### src/rtl/hccr_pkg.sv
// shared types, class codes and pixel classification for the hsv colour-class histogram
package hccr_pkg;

    localparam int COUNT_WIDTH     = 32;
    localparam int OUT_COUNT_WIDTH = 32;
    localparam int NUM_CLASSES     = 11;
    localparam int CLS_W           = 4;
    localparam int RANK_W          = 4;
    localparam int PIX_W           = 8;
    localparam int EXT_W           = (COUNT_WIDTH > OUT_COUNT_WIDTH) ? COUNT_WIDTH
                                                                     : OUT_COUNT_WIDTH;

    typedef logic [COUNT_WIDTH-1:0]     t_count;
    typedef logic [OUT_COUNT_WIDTH-1:0] t_out_count;
    typedef logic [CLS_W-1:0]           t_class;

    localparam logic REQ_PIXEL = 1'b0;
    localparam logic REQ_RANK  = 1'b1;

    localparam t_class CLS_BLACK  = 4'd0;
    localparam t_class CLS_GRAY   = 4'd1;
    localparam t_class CLS_WHITE  = 4'd2;
    localparam t_class CLS_RED    = 4'd3;
    localparam t_class CLS_ORANGE = 4'd4;
    localparam t_class CLS_YELLOW = 4'd5;
    localparam t_class CLS_GREEN  = 4'd6;
    localparam t_class CLS_CYAN   = 4'd7;
    localparam t_class CLS_BLUE   = 4'd8;
    localparam t_class CLS_PURPLE = 4'd9;
    localparam t_class CLS_OTHER  = 4'd10;

    localparam logic [PIX_W-1:0] HUE_MAX      = 8'd180;
    localparam logic [PIX_W-1:0] V_DARK       = 8'd46;
    localparam logic [PIX_W-1:0] S_GRAY       = 8'd43;
    localparam logic [PIX_W-1:0] V_GRAY_HI    = 8'd220;
    localparam logic [PIX_W-1:0] S_WHITE      = 8'd30;
    localparam logic [PIX_W-1:0] V_WHITE      = 8'd221;
    localparam logic [PIX_W-1:0] H_RED_LO     = 8'd10;
    localparam logic [PIX_W-1:0] H_RED_HI     = 8'd156;
    localparam logic [PIX_W-1:0] H_ORANGE_TOP = 8'd25;
    localparam logic [PIX_W-1:0] H_YELLOW_TOP = 8'd34;
    localparam logic [PIX_W-1:0] H_GREEN_TOP  = 8'd77;
    localparam logic [PIX_W-1:0] H_CYAN_TOP   = 8'd99;
    localparam logic [PIX_W-1:0] H_BLUE_TOP   = 8'd124;

    typedef struct packed {
        logic inc;
        logic rank_start;
        logic scan_step;
        logic emit;
        logic last;
    } t_dp_cmd;

    typedef struct packed {
        logic scan_last;
        logic out_free;
    } t_dp_stat;

    // first matching range wins
    function automatic t_class classify(input logic [PIX_W-1:0] h,
                                        input logic [PIX_W-1:0] s,
                                        input logic [PIX_W-1:0] v);
        logic   chroma;
        t_class c;
        chroma = (s >= S_GRAY) && (v >= V_DARK);
        if (h > HUE_MAX)                         c = CLS_OTHER;
        else if (v <= V_DARK)                    c = CLS_BLACK;
        else if (s <= S_GRAY && v <= V_GRAY_HI)  c = CLS_GRAY;
        else if (s <= S_WHITE && v >= V_WHITE)   c = CLS_WHITE;
        else if (!chroma)                        c = CLS_OTHER;
        else if (h <= H_RED_LO || h >= H_RED_HI) c = CLS_RED;
        else if (h <= H_ORANGE_TOP)              c = CLS_ORANGE;
        else if (h <= H_YELLOW_TOP)              c = CLS_YELLOW;
        else if (h <= H_GREEN_TOP)               c = CLS_GREEN;
        else if (h <= H_CYAN_TOP)                c = CLS_CYAN;
        else if (h <= H_BLUE_TOP)                c = CLS_BLUE;
        else                                     c = CLS_PURPLE;
        return c;
    endfunction

    // clamp a counter to the output field
    function automatic t_out_count sat_out(input t_count c);
        logic [EXT_W-1:0] e;
        e = EXT_W'(c);
        if (e > EXT_W'({OUT_COUNT_WIDTH{1'b1}})) begin
            return '1;
        end
        return e[OUT_COUNT_WIDTH-1:0];
    endfunction

endpackage

### src/rtl/hsv_color_class_histogram_rank_top.sv
// top level of the hsv colour-class histogram with rank readout
// pixel items: one per cycle while no rank request stalls the input, counted in the cycle they are taken, no result
// rank items: one selection scan over the eleven counters plus one load of the output
//   register per result, repeated for each ranked class; a load waits while the output is stalled
// input stalls for the whole rank request; a pending result does not block new pixels
// synchronous active-low reset clears all counters and the control state
module hsv_color_class_histogram_rank_top (
    input  logic                               i_clk,
    input  logic                               i_rst_n,
    input  logic                               i_in_valid,
    output logic                               o_in_stall,
    input  logic                               i_req_type,
    input  logic [hccr_pkg::PIX_W-1:0]         i_hue,
    input  logic [hccr_pkg::PIX_W-1:0]         i_saturation,
    input  logic [hccr_pkg::PIX_W-1:0]         i_brightness,
    input  logic [hccr_pkg::RANK_W-1:0]        i_rank_length,
    output logic                               o_out_valid,
    input  logic                               i_out_stall,
    output hccr_pkg::t_class                   o_class_code,
    output hccr_pkg::t_out_count               o_class_count,
    output logic                               o_last_rank
);

    hccr_pkg::t_dp_cmd  cmd;
    hccr_pkg::t_dp_stat stat;

    hccr_ctrl u_ctrl (
        .i_clk         (i_clk),
        .i_rst_n       (i_rst_n),
        .i_in_valid    (i_in_valid),
        .o_in_stall    (o_in_stall),
        .i_req_type    (i_req_type),
        .i_rank_length (i_rank_length),
        .i_stat        (stat),
        .o_cmd         (cmd)
    );

    hccr_datapath u_datapath (
        .i_clk         (i_clk),
        .i_rst_n       (i_rst_n),
        .i_cmd         (cmd),
        .o_stat        (stat),
        .i_hue         (i_hue),
        .i_saturation  (i_saturation),
        .i_brightness  (i_brightness),
        .i_out_stall   (i_out_stall),
        .o_out_valid   (o_out_valid),
        .o_class_code  (o_class_code),
        .o_class_count (o_class_count),
        .o_last_rank   (o_last_rank)
    );

endmodule

### src/rtl/hccr_datapath.sv
// class counters, rank selection scan and output register
module hccr_datapath (
    input  logic                                   i_clk,
    input  logic                                   i_rst_n,
    input  hccr_pkg::t_dp_cmd                      i_cmd,
    output hccr_pkg::t_dp_stat                     o_stat,
    input  logic [hccr_pkg::PIX_W-1:0]             i_hue,
    input  logic [hccr_pkg::PIX_W-1:0]             i_saturation,
    input  logic [hccr_pkg::PIX_W-1:0]             i_brightness,
    input  logic                                   i_out_stall,
    output logic                                   o_out_valid,
    output hccr_pkg::t_class                       o_class_code,
    output hccr_pkg::t_out_count                   o_class_count,
    output logic                                   o_last_rank
);

    hccr_pkg::t_count                         r_cnt [hccr_pkg::NUM_CLASSES];
    logic [hccr_pkg::NUM_CLASSES-1:0]         r_done;
    hccr_pkg::t_class                         r_scan_idx;
    logic                                     r_found;
    hccr_pkg::t_class                         r_best_idx;
    hccr_pkg::t_count                         r_best_cnt;
    logic                                     r_out_valid;
    hccr_pkg::t_class                         r_out_code;
    hccr_pkg::t_out_count                     r_out_count;
    logic                                     r_out_last;

    hccr_pkg::t_class pix_class;
    hccr_pkg::t_count scan_cnt;
    logic             take;

    assign pix_class = hccr_pkg::classify(i_hue, i_saturation, i_brightness);
    assign scan_cnt  = r_cnt[r_scan_idx];
    // strict compare while scanning upwards keeps the lower code on ties
    assign take      = !r_done[r_scan_idx] && (!r_found || scan_cnt > r_best_cnt);

    assign o_stat.scan_last = (r_scan_idx == hccr_pkg::CLS_W'(hccr_pkg::NUM_CLASSES - 1));
    assign o_stat.out_free  = !r_out_valid || !i_out_stall;

    always_ff @(posedge i_clk) begin
        if (!i_rst_n) begin
            for (int k = 0; k < hccr_pkg::NUM_CLASSES; k++) begin
                r_cnt[k] <= '0;
            end
            r_done      <= '0;
            r_scan_idx  <= '0;
            r_found     <= 1'b0;
            r_out_valid <= 1'b0;
        end else begin
            for (int k = 0; k < hccr_pkg::NUM_CLASSES; k++) begin
                if (i_cmd.inc && pix_class == hccr_pkg::CLS_W'(k) && r_cnt[k] != '1) begin
                    r_cnt[k] <= r_cnt[k] + hccr_pkg::COUNT_WIDTH'(1);
                end
            end
            if (i_cmd.rank_start) begin
                r_done     <= '0;
                r_scan_idx <= '0;
                r_found    <= 1'b0;
            end else if (i_cmd.scan_step) begin
                if (take) begin
                    r_found <= 1'b1;
                end
                if (!o_stat.scan_last) begin
                    r_scan_idx <= r_scan_idx + hccr_pkg::CLS_W'(1);
                end
            end else if (i_cmd.emit) begin
                r_done[r_best_idx] <= 1'b1;
                r_scan_idx         <= '0;
                r_found            <= 1'b0;
            end
            if (i_cmd.emit) begin
                r_out_valid <= 1'b1;
            end else if (!i_out_stall) begin
                r_out_valid <= 1'b0;
            end
        end
    end

    always_ff @(posedge i_clk) begin
        if (i_cmd.scan_step && take) begin
            r_best_idx <= r_scan_idx;
            r_best_cnt <= scan_cnt;
        end
        if (i_cmd.emit) begin
            r_out_code  <= r_best_idx;
            r_out_count <= hccr_pkg::sat_out(r_best_cnt);
            r_out_last  <= i_cmd.last;
        end
    end

    assign o_out_valid   = r_out_valid;
    assign o_class_code  = r_out_code;
    assign o_class_count = r_out_count;
    assign o_last_rank   = r_out_last;

endmodule

### src/rtl/hccr_ctrl.sv
// controller: input handshake and rank request sequencing
module hccr_ctrl (
    input  logic                          i_clk,
    input  logic                          i_rst_n,
    input  logic                          i_in_valid,
    output logic                          o_in_stall,
    input  logic                          i_req_type,
    input  logic [hccr_pkg::RANK_W-1:0]   i_rank_length,
    input  hccr_pkg::t_dp_stat            i_stat,
    output hccr_pkg::t_dp_cmd             o_cmd
);

    localparam logic [1:0] S_IDLE = 2'd0;
    localparam logic [1:0] S_SCAN = 2'd1;
    localparam logic [1:0] S_EMIT = 2'd2;

    logic [1:0]                  r_state, n_state;
    logic [hccr_pkg::RANK_W-1:0] r_remain, n_remain;
    logic [hccr_pkg::RANK_W-1:0] len_clamped;
    logic                        accept;

    assign o_in_stall  = (r_state != S_IDLE) || !i_rst_n;
    assign accept      = i_in_valid && !o_in_stall;
    assign len_clamped = (i_rank_length > hccr_pkg::RANK_W'(hccr_pkg::NUM_CLASSES))
                       ? hccr_pkg::RANK_W'(hccr_pkg::NUM_CLASSES) : i_rank_length;

    always_comb begin
        n_state  = r_state;
        n_remain = r_remain;
        o_cmd    = '0;
        case (r_state)
            S_IDLE: begin
                if (accept) begin
                    if (i_req_type == hccr_pkg::REQ_PIXEL) begin
                        o_cmd.inc = 1'b1;
                    end else if (len_clamped != '0) begin
                        o_cmd.rank_start = 1'b1;
                        n_remain         = len_clamped;
                        n_state          = S_SCAN;
                    end
                end
            end
            S_SCAN: begin
                o_cmd.scan_step = 1'b1;
                if (i_stat.scan_last) begin
                    n_state = S_EMIT;
                end
            end
            S_EMIT: begin
                if (i_stat.out_free) begin
                    o_cmd.emit = 1'b1;
                    o_cmd.last = (r_remain == hccr_pkg::RANK_W'(1));
                    n_remain   = r_remain - hccr_pkg::RANK_W'(1);
                    n_state    = (r_remain == hccr_pkg::RANK_W'(1)) ? S_IDLE : S_SCAN;
                end
            end
            default: begin
                n_state = S_IDLE;
            end
        endcase
    end

    always_ff @(posedge i_clk) begin
        if (!i_rst_n) begin
            r_state  <= S_IDLE;
            r_remain <= '0;
        end else begin
            r_state  <= n_state;
            r_remain <= n_remain;
        end
    end

endmodule

### config.mk
export PLATFORM = sky130hd
export DESIGN_NAME = hsv_color_class_histogram_rank_top
export DESIGN_NICKNAME = d
export VERILOG_FILES = /design/src/rtl/hccr_pkg.sv /design/src/rtl/hsv_color_class_histogram_rank_top.sv /design/src/rtl/hccr_datapath.sv /design/src/rtl/hccr_ctrl.sv
export SDC_FILE = /design/constraint.sdc
export NUM_CORES = 1
export LEC_CHECK = 0
export BUFFER_PORTS_ARGS = -buffer_cell sky130_fd_sc_hd__clkbuf_2
export CAP_MARGIN = 30
export CORE_MARGIN = 5
export CORE_UTILIZATION = 40
export DETAILED_ROUTE_END_ITERATION = 6
export GPL_TIMING_DRIVEN = 0
export PLACE_DENSITY_LB_ADDON = 0.05
export RECOVER_POWER = 25
export SLEW_MARGIN = 20
export SYNTH_ARGS = -nofsm -noshare
export SYNTH_HDL_FRONTEND = slang
export SYNTH_SLANG_ARGS = --single-unit
### constraint.sdc
create_clock -name i_clk -period 6.8 [get_ports i_clk]
set_input_delay 0.68 -clock i_clk [delete_from_list [all_inputs] [get_ports i_clk]]
set_output_delay 0.68 -clock i_clk [all_outputs]
set_load 0.1 [all_outputs]
-- Word level (Yosys, flattened, before mapping)
Memories as Yosys holds them, arrays and structs flattened. A register that Yosys moved wholly into a read port is not among the register bits.
Index checks and enable logic that the tools add are counted.
- bitwise logic cells: 14
- $add $sub $neg: 13
- multiplexer cells: 95
- reductions and logical operators: 52
- equality and inequality tests: 33
- magnitude comparators: 21
- operator list (cell ; number):
    32-bit 2-to-1 mux ; 13
    32-bit by 1-bit adder with 32-bit output (second input constant) ; 11
    32-bit != test (second input constant) ; 11
    4-bit 2-to-1 mux ; 20
    1-bit 2-to-1 mux ; 49
    32-bit greater-than comparator ; 1
    32-bit greater-than comparator (second input constant) ; 1
    1-bit logical AND ; 29
    8-bit by 6-bit <= comparator with 1-bit output (second input constant) ; 3
    8-bit by 7-bit <= comparator with 1-bit output (second input constant) ; 3
    2-bit 2-to-1 mux ; 9
    4-bit by 3-bit == test with 1-bit output (second input constant) ; 4
    4-bit == test (second input constant) ; 4
    8-bit by 6-bit greater-or-equal comparator with 1-bit output (second input constant) ; 2
    8-bit greater-or-equal comparator (second input constant) ; 2
    8-bit by 5-bit <= comparator with 1-bit output (second input constant) ; 2
    1-bit OR ; 11
    11-bit OR ; 1
    4-bit by 5-bit < comparator with 1-bit output (second input constant) ; 2
    2-bit != test (second input constant) ; 5
    5-bit AND reduction ; 2
    4-bit by 1-bit == test with 1-bit output (second input constant) ; 2
    4-bit by 2-bit == test with 1-bit output (second input constant) ; 2
    8-bit greater-than comparator (second input constant) ; 1
    22 further kinds ; 38
- register bits after elaboration: 96
- bits of input ports: 33
- memories kept: 1
- output and inout port bits: 39
- logic and storage cells: 240
- memory bits (writable): 352
- memories (memory ; words ; bits a word ; rd ports ; clocked after memory_dff ; wr ports ; line ; text):
    u_datapath.r_cnt ; 11 ; 32 ; 12 ; 1 ; 11 ; hccr_datapath.sv:17 ; hccr_pkg::t_count r_cnt [hccr_pkg::NUM_CLASSES];

-- Depth between registers and ports, before layout
Gate-level depths: netlist of run 1.
- depth after elaboration: 19
- depth in mapped cells: 14
- gate-level depth less buffers: 11

-- Modules after synthesis
A second synthesis of run 1 with hierarchy kept.
- cells, all modules: 2311
- area, all modules: 26302.7 sq um
- by module, submodules not included (module ; instances ; cells each ; area each (sq um) ; seq. area each (sq um)):
    hccr_datapath ; 1 ; 2263 ; 25881.1 ; 13182.6
    hccr_ctrl ; 1 ; 48 ; 421.7 ; 120.1

-- Worst setup path before layout of run 1
No wires, ideal clock.
- path type: reg-to-reg
- start: register (tool-made name)
- end: register u_datapath.r_best_cnt[0], enable pin
- setup time: 441 ps
- clock period less this slack: 5311 ps
- cell stages (with the launch flop): 12
- data arrival time: 4870 ps
- required time: 6359 ps
- path slack: 1489 ps
- buffers on the path: 3
- cells stage by stage: dfxtp_1 -> clkbuf_1 -> buf_1 -> clkbuf_1 -> mux2_2 -> mux4_2 -> ha_1 -> nand4_1 -> nor3_1 -> nand3_1 -> o211a_1 -> a21oi_1
- RTL lines (element ; line ; text):
    end signal: assignment ; hccr_datapath.sv:82 ; r_best_cnt <= scan_cnt;
    end: declaration ; hccr_datapath.sv:22 ; hccr_pkg::t_count r_best_cnt;

==> results.cfg, run 1 <==
[floorplanning]
fp.dieArea_sq_um = 71330
core_area_sq_um = 65630
die_height_um = 267.1
start_util_pct = 40.28
rows = 94
io_pins = 72
die_x_um = 267.1

[cts]
root_buffer = clkbuf_16
cts_resized = 0
cts.clk_slew.worst_paths_ns = 0.06
cts_tree = done
post-cts-setup-buffers = 0
insertion_delay_ns = 0.61
cts-buffers-inserted = 54
clk_path_buf_depth = 3
cts.sinks = 452
ctsHoldBuffers = 0
cts_max_level = 2

[cells_and_area]
utilization_pct = 45.61
final_design_area_no_fill_sq_um = 29930
num-fill-cells = 6098
instances_no_fill = 3345
area_growth_pct = 13.23
finish.net_count = 2520
drive_above_1_share_pct = 14.03

[logic_synthesis]
yosysTopAreaCell = edfxtp_1
seq_area_frac_synth_pct = 50.32
synth_area_sq_um = 26430
syn_nets = 2373
synth.top_cell.area_share_pct = 48.28
syn_area_per_cell_sq_um = 11.53
synthCells = 2293
synthTopCellsByArea = edfxtp_1 48%, mux4_2 8.3%, xor2_1 6.6%
ys_types = 73
ys_warn_count = 0
ys_async_sr_fraction_pct = 0
synth_enable_flop_cells = 425
synth-seq-cells = 452
synth_ff_type = edfxtp_1

[route]
drt_iter0_drc = 2051
drt.antenna.violating_nets = 0
avgViaCountPerCell = 5.750
finalWirelength_mm = 79.62
drc = 0
wl_per_cell_um = 23.80
via_count = 19230
first_pass_iters = 5

[global_routing]
grt.overflow.total = 0
grt_util_all_layers_pct = 21.78
grt_pass1_vias = 18320
grt_max_degree = 35
antenna_found_initial = 1
grt_pass1_wl_mm = 118.2

[setup_path]
path_max_fanout = 19
crit_chain = buf_2 > clkbuf_1 > clkbuf_1 > mux4_2 > mux4_2 > ha_1 > nand4_1 > nor3_1 > o31a_1 > o31ai_1 > a21oi_4 > buf_16
critPathCaptureType = flop
slowest_delay_ns = 0.76
rr_worst_depth = 12
worstSetupStartpointType = flop
path_delay_family = buffers and inverters
arrival_ns = 6.25
crit_type = reg -> reg
cpMaxStageDelayCell = clkbuf_1
ff2ff_setup_slack_ns = 0.86
timing.rr.end = u_datapath.r_best_cnt[28]
crit_buf_inv = 4
cp.required_ns = 7.11

[placement]
dpl.cell_count = 3242
globalplace.congestion = 0.8832
place_ws_ns = 0.7563
hpwl_mm = 60.68
placed_cell_area_sq_um = 28320
port_buffers = 68

[sta]
finalSetupTns_ns = 0
setup_violations = 0
worst_pin_slew_ns = 1.941
setup_ws_ns = 0.8558
hold_viol_final = 0
fmax_mhz = 168.2
rsz0062_at_grt = no
worst_clock_skew_ns = 0.02023
holdWs_ns = 0.4385
final_max_slew_viol_count = 49
relSlewSlack_pct = -29.37
fin_crit_sh_pct = 87.41
fin_crit_ns = 5.944

[min_path]
holdCritPathClass = in -> reg
whs_endpoint = u_datapath.o_out_valid
hold_depth = 3
holdCritStartpoint = i_out_stall

[status]
outcome = complete, but fails checks
violations = max-capacitance violations, max-slew violations

[pwr]
totalPowerFinal_mw = 6.888
power.leakage_nw = 9.422
p_per_area_nw_per_um2 = 230.1
ir_drop_v = 0.0001763

[run]
drv_cap = 2
==> kinds of logic (layout without fill, tap and decap cells) <==
kind of cell,count (synthesis),count (layout),share of synthesized area [%]
AOI/OAI and AO/OA,124,124,3.309
muxes,137,137,9.935
xor gates and xnor gates,329,329,10.90
DFF,452,452,50.32
and+or+nand+nor,1035,1035,20.60
buffers and inverters,169,356,2.707
adders and majority gates,47,47,2.225
other,0,1,0
==> layout make-up <==
type	count	area [sq um]	share of cell area, %
sequential	452	13300	44.44
multi-input combinational	1672	12500	41.77
clock buffer	70	1505	5.029
tap	864	1081	3.612
timing repair buffer	91	653.1	2.182
buffer	103	451.7	1.509
inverter	66	247.7	0.8277
clock inverter	26	186.4	0.6228
antenna	1	2.502	0.008360
==> sequential cells by signal, indices dropped and copies added (netlist names), named ones only <==
signal,cells
u_datapath.r_scan_idx,4
u_datapath.r_done,11
u_datapath.r_found,1
u_datapath.r_best_cnt,32
u_datapath.o_out_valid,1
u_datapath.r_best_idx,4
u_ctrl.r_remain,4
u_datapath.o_class_count,32
u_datapath.r_cnt,352
u_datapath.o_class_code,4
u_datapath.o_last_rank,1
u_ctrl.r_state,2
==> worst min-delay path, delay by kind of cell <==
| family | cells | cell delay [ns] |
|---|---|---|
| buf+inv | 1 | 0.08 |
| simple gates | 1 | 0.12 |
| compound gates | 1 | 0.10 |
==> placed cells by master, fill, tap and decap left out, drive strengths merged, types with 4 or more instances in the layout <==
cell type,netlist,routed
a21boi,4,4
clkbuf,49,196
ha,47,47
nand4,96,96
buf,54,68
and4,40,40
nand2,149,149
a211oi,10,10
xnor2,130,130
and3,51,51
a21o,7,7
nand3b,4,4
nor3b,6,6
nor4,14,14
edfxtp,425,425
clkinv,0,21
nor2b,16,16
nand3,127,127
o211ai,7,7
a21oi,30,30
or3,6,6
a31oi,4,4
nor2,180,180
inv,66,69
o22ai,4,4
a211o,5,5
mux2i,7,7
and2,47,47
mux4,97,97
o21ai,28,28
nor3,286,286
mux2,33,33
xor2,199,199
dfxtp,27,27
or2,4,4
==> metal layers <==
metal  global-route usage (%)  share of wire (%)
met1                    33.46                 47
met4                    5.205                2.3
met5                        0                  0
met3                    2.462                5.8
met2                    33.23                 45
==> cells in the mapped netlist, drive strengths merged (4+ instances only) <==
library cell  instances
a211o                 5
a211oi               10
a21boi                4
a21o                  7
a21oi                30
a31oi                 4
and2                 47
and3                 51
and4                 40
buf                  54
clkbuf               49
dfxtp                27
edfxtp              425
ha                   47
inv                  66
mux2                 33
mux2i                 7
mux4                 97
nand2               149
nand3               127
nand3b                4
nand4                96
nor2                180
nor2b                16
nor3                286
nor3b                 6
nor4                 14
o211ai                7
o21ai                28
o22ai                 4
or2                   4
or3                   6
xnor2               130
xor2                199
==> where the power goes <==
group | leakage [nW] | internal [mW] | switching (mW)
combinational | 4.06 | 0.251 | 0.471
clock | 0.837 | 1.63 | 1.20
sequential | 4.52 | 3.18 | 0.164
==> worst max path at each step <==
stage	slack (ns)	endpoint	cells after the start	from
after floorplan	1.49	u_datapath.r_best_cnt[0]	11	flop
after global routing	0.62	u_datapath.r_best_cnt[28]	12	flop
final	0.86	u_datapath.r_best_cnt[28]	12	flop
after detailed placement	0.76	u_datapath.r_best_cnt[28]	12	flop
after CTS	0.74	u_datapath.r_best_cnt[29]	12	flop
after global placement	-1.37	u_datapath.r_best_cnt[30]	11	flop
(Power assumes the default switching activity.)
==> run 2: changes to the inputs <==
--- a/config.mk
+++ b/config.mk
@@ -16,4 +16,5 @@
 export SLEW_MARGIN = 20
 export SYNTH_ARGS = -nofsm -noshare
 export SYNTH_HDL_FRONTEND = slang
+export SYNTH_HIERARCHICAL = 1
 export SYNTH_SLANG_ARGS = --single-unit
==> constraint.sdc (replaced) <==
create_clock -name i_clk -period 6.8 [get_ports i_clk]
set_input_delay 0 -clock i_clk [delete_from_list [all_inputs] [get_ports i_clk]]
set_output_delay 0 -clock i_clk [all_outputs]
set_load 0.1 [all_outputs]
==> run 2 against run 1 <==
Compared with the run above: the run still ends with max-capacitance violations, max-slew violations left; register-to-register slack worse by 0.42 ns; sequential share of layout area grew 0.12 points; utilization is essentially flat; global-route usage shrank 0.47 points; count of clock-buffer cells in the layout down 2; combinational power is 31% lower; via count shrank 1.7%; synthesized area shrank 0.50%; cell count grew 0.75%; sequential power is 1% lower; worst setup slack lost 0.42 ns; power shrank 6.6%; largest power group unchanged.
==> results.cfg, run 2 <==
[logic_synthesis]
synth_ff_type = edfxtp_1
syn_area_per_cell_sq_um = 11.38
synth_enable_flop_cells = 425
yosysTopAreaCell = edfxtp_1
synthCells = 2311
synthTopCellsByArea = edfxtp_1 49%, mux4_2 8.3%, xor2_1 6.3%
ys_warn_count = 6
synth.top_cell.area_share_pct = 48.52
ys_types = 78
synth-seq-cells = 452
synth.most_common_cell = edfxtp_1
synth_area_sq_um = 26300
ys_async_sr_fraction_pct = 0
seq_area_frac_synth_pct = 50.58
synthTopCellsByCount = 425 x edfxtp_1, 358 x nor2_1, 190 x xor2_1
syn_nets = 2391

[floorplanning]
die_x_um = 266.4
io_pins = 72
die_height_um = 266.4
core_area_sq_um = 65510
rows = 94
start_util_pct = 40.15
fp.dieArea_sq_um = 70980

[global_routing]
top_usage_layer = met2
use_met1_pct = 32.45
grt_max_degree = 29
grt_util_all_layers_pct = 21.31
antenna_found_initial = 2
met2_usage_pct = 32.54
grt_pass1_wl_mm = 115.7
grt_pass1_vias = 18120
grt.overflow.total = 0
use_met3_pct = 2.323

[placement]
globalplace.congestion = 0.9223
hpwl_mm = 60.46
place_ws_ns = 0.3011
port_buffers = 66

[pwr]
totalPowerFinal_mw = 6.433
power.leakage_nw = 9.598
power_frac_clock_pct = 41.1
comb_power_share_pct = 7.7
ir_drop_v = 0.0001584
switching_share_pct = 24.55
switchingPower_mw = 1.579
seqPwrFrac_pct = 51.2
p_per_area_nw_per_um2 = 215.5
internal_power_mw = 4.854

[cells_and_area]
max_flop_register = u_datapath/r_cnt
drive_above_1_share_pct = 12.06
area_growth_pct = 13.48
finish.net_count = 2549
largest_reg_flops = 352
layout_commonest_cell = edfxtp_1
final_cell_mix = 425 x edfxtp_1, 358 x nor2_1, 190 x xor2_1

[setup_path]
critPathCaptureType = flop
cpMostUsedCell = clkbuf_1
crit_type = reg -> reg
worstSetupStartpointType = flop
cp.required_ns = 7.09
arrival_ns = 6.65
slowest_delay_ns = 0.78
path_max_fanout = 16
crit_chain = clkbuf_1 > clkbuf_1 > clkbuf_1 > mux4_2 > mux4_2 > ha_1 > nand4_1 > nor3_1 > a22oi_1 > o211ai_1 > o21ai_0 > a21oi_4 > buf_16
cpMaxStageDelayCell = clkbuf_1

[cts]
cts.clk_slew.worst_paths_ns = 0.06
cts.sinks = 452
cts_max_level = 2
root_buffer = clkbuf_16
ctsHoldBuffers = 9
post-cts-setup-buffers = 0
cts_resized = 0
cts_tree = done
cts-buffers-inserted = 53
insertion_delay_ns = 0.60
clk_path_buf_depth = 3

[sta]
setup_violations = 0
fmax_mhz = 157.2
fin_crit_ns = 6.361
worst_clock_skew_ns = 0.01747
rsz0062_at_grt = no
finalSetupTns_ns = 0
setup_ws_ns = 0.4390
fin_crit_sh_pct = 93.54
relSlewSlack_pct = -66.00
hold_viol_final = 0
final_max_slew_viol_count = 42
worst_pin_slew_ns = 2.464

[run]
drv_cap = 2

[route]
avgViaCountPerCell = 5.612
first_pass_iters = 5
wl_per_cell_um = 22.97
drt.antenna.violating_nets = 0
drc = 0
finalWirelength_mm = 77.42
drt_iter0_drc = 1558
via_count = 18910

[min_path]
holdCritPathClass = in -> reg

[status]
outcome = complete, but fails checks
violations = max-capacitance violations, max-slew violations
-- run 2: kinds of logic after synthesis --
family / count (synthesis) / synth area share [%]
xor+xnor: 322 / 10.72
compound gates: 151 / 3.948
mux: 136 / 9.937
flops: 452 / 50.58
fa+ha+maj: 47 / 2.236
buf+inv: 161 / 2.583
simple gates: 1042 / 20.00
-- run 2: final cells by class --
cell class                 instances  area, sq um
multi-input combinational       1698        12470
antenna                            1        2.502
buffer                            77        362.8
clock buffer                      68         1424
clock inverter                    23        137.6
timing repair buffer             103        752.0
fill                            6059        35660
tap                              864         1081
inverter                          84        315.3
sequential                       452        13300
-- run 2: critical path: cells and delay by family, from the launching register on --
| family | cells | cell delay, ns |
|---|---|---|
| buffers and inverters | 4 | 2.43 |
| AOI/OAI and AO/OA | 4 | 1.10 |
| adders and majority gates | 1 | 0.33 |
| DFF | 1 | 0.43 |
| muxes | 2 | 1.04 |
| and+or+nand+nor | 2 | 0.69 |
-- run 2: per-layer routing --
metal,wire length (um),vias to the layer above
met5,0,-
met4,2125,0
met3,4452,89
met2,34180,517
met1,36660,9424
li1,-,8883
-- run 2: per-stage QoR --
stage               cell area, sq um  hold WS [ns]  instances  util [%]
finish                         29850        0.1157       3370     45.56
global route                   29850        0.1433       3369     45.56
CTS                            29940       0.07750       3368     45.70
detailed placement             28290        0.2865       3268     43.18
global placement               27710        0.2802       3241     42.30
floorplan                      26300        0.1668       2311         -
-- run 2: worst paths after layout --
path | from | to | slack [ns] | depth (start not counted)
worst max-delay path | flop | u_datapath/r_best_cnt[26] | 0.44 | 13
worst min-delay path | i_in_valid | u_ctrl/r_state[0] | 0.12 | 4
worst max register to register | flop | u_datapath/r_best_cnt[26] | 0.44 | 13
worst min register to register | u_datapath/r_best_cnt[5] | u_datapath/o_class_count[5] | 0.44 | 0
-- run 2: power groups by stage --
stage	sequential, mW	combinational (mW)	clock (mW)
after floorplan	3.29	0.308	0
after global placement	3.36	0.453	0
after global routing	3.31	0.535	2.85
after detailed placement	3.35	0.496	0
after CTS	3.29	0.502	2.74
final	3.29	0.498	2.64
